==> config.mk <==
export PLATFORM = sky130hd
export DESIGN_NAME = toki_cell
export DESIGN_NICKNAME = d
export VERILOG_FILES = /design/src/toki_pkg.sv /design/src/toki_cell.sv
export SDC_FILE = /design/constraint.sdc
export NUM_CORES = 1
export LEC_CHECK = 0
export BUFFER_PORTS_ARGS = -buffer_cell sky130_fd_sc_hd__buf_2
export CAP_MARGIN = 30
export CORE_AREA = 2 2 205 207
export DETAILED_ROUTE_END_ITERATION = 7
export DIE_AREA = 0 0 207 209
export HOLD_SLACK_MARGIN = 0.03
export REMOVE_ABC_BUFFERS = 1
export SETUP_SLACK_MARGIN = 0.3
export SLEW_MARGIN = 40
export SYNTH_ARGS = -nofsm -noshare
export SYNTH_HDL_FRONTEND = slang
export SYNTH_SLANG_ARGS = --single-unit
==> constraint.sdc <==
create_clock -name clk -period 14.6 [get_ports clk]
set_input_delay 2.92 -clock clk [delete_from_list [all_inputs] [get_ports clk]]
set_output_delay 2.92 -clock clk [all_outputs]
set_load 0.02 [all_outputs]
==> src/toki_pkg.sv <==
// ----------------------------------------------------------------------------
// toki_pkg
// Shared types and codes for the time-ordered key index.
// ----------------------------------------------------------------------------
package toki_pkg;

  localparam int TABLE_DEPTH_DEF = 64;

  localparam logic [2:0] ACT_UPSERT = 3'd0;
  localparam logic [2:0] ACT_ERASE  = 3'd1;
  localparam logic [2:0] ACT_LATEST = 3'd2;
  localparam logic [2:0] ACT_BEFORE = 3'd3;
  localparam logic [2:0] ACT_AFTER  = 3'd4;

  localparam logic [1:0] ST_OK     = 2'd0;
  localparam logic [1:0] ST_FULL   = 2'd1;
  localparam logic [1:0] ST_ABSENT = 2'd2;

  localparam logic signed [63:0] TIME_MIN = 64'sh8000_0000_0000_0000;

  typedef enum logic [2:0] {
    CELL_HOLD,
    CELL_MARK,
    CELL_INS,
    CELL_DEL,
    CELL_ROT
  } cell_op_t;

  typedef struct packed {
    logic              valid;
    logic [63:0]       key;
    logic signed [63:0] tstamp;
  } cell_t;

  typedef struct packed {
    cell_op_t           op;
    logic               below;
    logic [63:0]        key;
    logic signed [63:0] tstamp;
  } cell_ctrl_t;

endpackage

==> src/toki_cell.sv <==
// ----------------------------------------------------------------------------
// toki_cell
// One table slot: holds a key and timestamp, shifts toward either neighbor.
// ----------------------------------------------------------------------------
module toki_cell (
  input  logic                clk,
  input  logic                rst,
  input  toki_pkg::cell_ctrl_t ctrl,
  input  toki_pkg::cell_t     from_prev,
  input  logic                prev_ins,
  input  toki_pkg::cell_t     from_next,
  input  logic                next_hit,
  input  logic                del_here,
  output toki_pkg::cell_t     cur,
  output logic                ins,
  output logic                hit,
  output logic                match
);
  import toki_pkg::*;

  cell_t ent;
  logic  hit_q;
  logic  match_q;
  logic  time_hit;

  assign ins = !ent.valid || ($signed(ctrl.tstamp) < $signed(ent.tstamp));
  assign time_hit = ctrl.below ? ($signed(ent.tstamp) < $signed(ctrl.tstamp))
                               : ($signed(ctrl.tstamp) < $signed(ent.tstamp));

  always_ff @(posedge clk) begin
    if (rst) begin
      ent.valid <= 1'b0;
      hit_q     <= 1'b0;
      match_q   <= 1'b0;
    end else begin
      unique case (ctrl.op)
        CELL_MARK: begin
          match_q <= ent.valid && (ent.key == ctrl.key);
          hit_q   <= ent.valid && time_hit;
        end
        CELL_INS: begin
          if (prev_ins) begin
            ent <= from_prev;
          end else if (ins) begin
            ent <= cell_t'{valid: 1'b1, key: ctrl.key, tstamp: ctrl.tstamp};
          end
        end
        CELL_DEL: begin
          if (del_here) begin
            ent <= from_next;
          end
        end
        CELL_ROT: begin
          ent   <= from_next;
          hit_q <= next_hit;
        end
        default: ;
      endcase
    end
  end

  assign cur   = ent;
  assign hit   = hit_q;
  assign match = match_q;

endmodule

==> flow_summary_export.csv <==
group,metric,value,unit
critical_path,path_cells,"buf_2 > ha_1 > nand4_1 > nor4_2 > nand3_1 > nor2_1 > a22o_1 > nor3_1 > or2_4 > nand2_1 > buf_2",
cts,ctsHtreeMaxLevel,4,
detailed_routing,drt_drc_violations_left,0,
critical_path,crit_type,"in -> out",
hold_path,whs_endpoint,"match",
detailed_routing,firstDrtPassIters,5,
synth,synth.top_cells.by_area,"edfxtp_1 43%, mux2i_1 14%, ha_1 8.9%, a21oi_1 8.8%, nor2_1 5.8%",
synth,synth_async_sr_flop_share,0,
floorplanning,fp.coreArea,41300,sq um
floorplanning,initial_core_util,0.218,
cts,clock_tree.buffer_depth,2,
critical_path,worst-endpoint-arrival,5520,ps
hold_path,worst_hold_path_type,"reg -> reg",
placement,port_buffers,526,
grt,global_route.overflow_total,0,
placement,place_hpwl,28.3,mm
sta,fmax,118,MHz
detailed_routing,wire_per_inst,17.5,um
cts,clkSinkCount,131,
detailed_routing,detail_route.vias_per_cell,4.49,
floorplanning,dieArea,43300,sq um
critical_path,critical_path_required,11680,ps
detailed_routing,drtAntennaViolNets,0,
synth,ys_dominant_reg_cell,"edfxtp_1",
sta,slew_headroom,0.434,
sta,worst_slew_pin_slew,849,ps
critical_path,crit-reg2reg-launch,"cur[63]",
hold_path,startpoint_of_the_most_critical_hold_path,"match",
cts,ctsResizeCount,0,
synth,netlist_top_cells_count,"159 x a21oi_1, 138 x nor2_1, 128 x edfxtp_1, 128 x mux2i_1, 87 x inv_1",
grt,track_usage,0.158,
sta,fin_worst_skew,13.5,ps
critical_path,crit-reg2reg-capture,"cur[119]",
final_layout,area_growth_syn_to_layout,42.1,%
sta,fin_crit_sh,0.578,
sta,final_period_minus_worst_setup_slack,8440,ps
final_layout,nets,1893,
pwr,leakage,0.00615,uW
synth,cell_variety_after_synth,43,
sta,timing_hold_violations_final,0,
sta,final-setup-viol-count,0,
critical_path,reg2regPathDepth,11,
critical_path,cp.buffers_inverters,2,
cts,clk_root_buffer_cell,"clkbuf_16",
cts,cts-buffers-inserted,17,
critical_path,rrSetupSlack,10480,ps
synth,library_cell_occupying_the_most_area_in_the_post_synthesis_netlist,"edfxtp_1",
critical_path,worst_path_largest_cell_delay,690,ps
synth,synth_cells,925,
sta,setup_repair_after_global_routing_missed_its_margin,"false",
cts,post_cts_hold_buffer_count,0,
critical_path,crit_slowest_cell,"nor4_2",
final_layout,layout.cell_area.non_filler,12800,sq um
synth,synth_seq_area_share,0.434,
floorplanning,fp.dieH,209,um
critical_path,critical_path.top_delay_family,"simple AND/OR/NAND/NOR gates",
pwr,power_density,92.8,nW/um^2
pwr,vdd_drop_max,0.0000674,V
cts,insertion_delay,460,ps
run,maxCapViolCount,0,
floorplanning,rows,75,
sta,tns,0,ps
grt,grt_first_pass_wirelength,51.9,mm
outcome,outcome,"finished, final reports clean",
critical_path,endpoint_kind,"primary output",
synth,synth_top_area_share,0.427,
cts,clk_transition_reported_paths,50,ps
synth,synth-seq-cells,131,
synth,synth_edf_count,128,
cts,cts_tree,"built",
grt,number_of_global_route_vias_before_repair,8775,
grt,grt_antenna_before_repair,2,
hold_path,min_path_cells,2,
detailed_routing,drt_wl_total,34.8,mm
critical_path,cp_common_cell,"buf_2",
synth,yosysMostFrequentCell,"a21oi_1",
detailed_routing,vias,8915,
floorplanning,floorplan.die.width,207,um
synth,yosysWarningCount,0,
critical_path,start_kind,"primary input",
synth,post_synth_instance_area,9000,sq um
synth,syn-mean-instance-area,9.73,sq um
placement,gpl.final_weighted_congestion,0.944,
final_layout,postLayoutCoreUtil,0.310,
critical_path,crit_path_max_fanout,4,
grt,grt_max_degree,96,
sta,timing_max_transition_violations_final,0,
floorplanning,io-pin-count,527,
cts,post_cts_buffers,0,
placement,placed_area,12200,sq um
final_layout,drive_gt1_frac,0.391,
detailed_routing,drt_iter0_markers,598,
==> worst max-delay path by stage <==
stage / depth (start not counted) / startpoint / slack, ps / to
2_1_floorplan: 5 / ctrl[130] / 1420 / cur[128]
3_3_place_gp: 11 / ctrl[63] / 5930 / ins
3_5_place_dp: 11 / ctrl[63] / 6210 / ins
4_1_cts: 11 / ctrl[63] / 6210 / ins
5_1_grt: 11 / ctrl[63] / 6010 / ins
6_report: 11 / ctrl[63] / 6160 / ins
==> stage by stage <==
step / total power [uW] / instances / setup slack (ps) / hold slack (ps)
floorplan: 656 / 881 / 1420 / 522
CTS: 1200 / 1986 / 6210 / 453
detailed placement: 788 / 1954 / 6210 / 446
finish: 1190 / 1987 / 6160 / 448
global route: 1250 / 1987 / 6010 / 474
global placement: 784 / 1954 / 5930 / 443
==> sequential cells by signal, indices dropped and copies added (netlist names) <==
name and cells:
match 1, cur 129, hit 1
==> cell usage in the layout (no fill, tap or decap), types with 12 or more instances in the layout <==
cell	n
a21oi_1	158
buf_2	525
clkbuf_16	17
edfxtp_1	128
ha_1	64
inv_1	87
mux2i_1	128
nand2_1	24
nand4_1	20
nor2_1	138
xnor2_1	34
xor2_1	12
==> metal layers <==
layer / up-vias / wire, um / GRT usage
met5: - / 13 / 0
met3: 49 / 2800 / 0.0493
met1: 4076 / 14400 / 0.194
li1: 4367 / - / -
met2: 421 / 16600 / 0.260
met4: 2 / 901 / 0.0611
==> tightest hold or removal path, delay by kind of cell, from the launching register on <==
family	cells	cell delay [ps]
AOI/OAI and AO/OA	1	50
DFF	1	300
and+or+nand+nor	1	50
==> logic make-up after synthesis <==
kind of cell,synth area share
AND/OR/NAND/NOR,0.103
adder cells (fa/ha/maj),0.0890
multiplexers,0.142
XOR/XNOR,0.0448
buffers and inverters,0.0546
flip-flops,0.434
AO/OA/AOI/OAI,0.133
==> layout make-up <==
cell class	instances	area (sq um)
fill	4411	28500
multi-input combinational	663	4640
sequential	131	3900
timing repair buffer	534	2710
tap	539	674
clock buffer	21	440
inverter	87	327
clock inverter	11	88.8
antenna	1	2.50
==> power by group <==
group          total [uW]  leakage (uW)  switching, uW  internal (uW)
Sequential            473       0.00123           18.8            454
Clock                 407      0.000252            176            231
Combinational         307       0.00467            178            128
Total                1190       0.00615            373            813
Note: power is estimated with default switching activity, not from simulation.
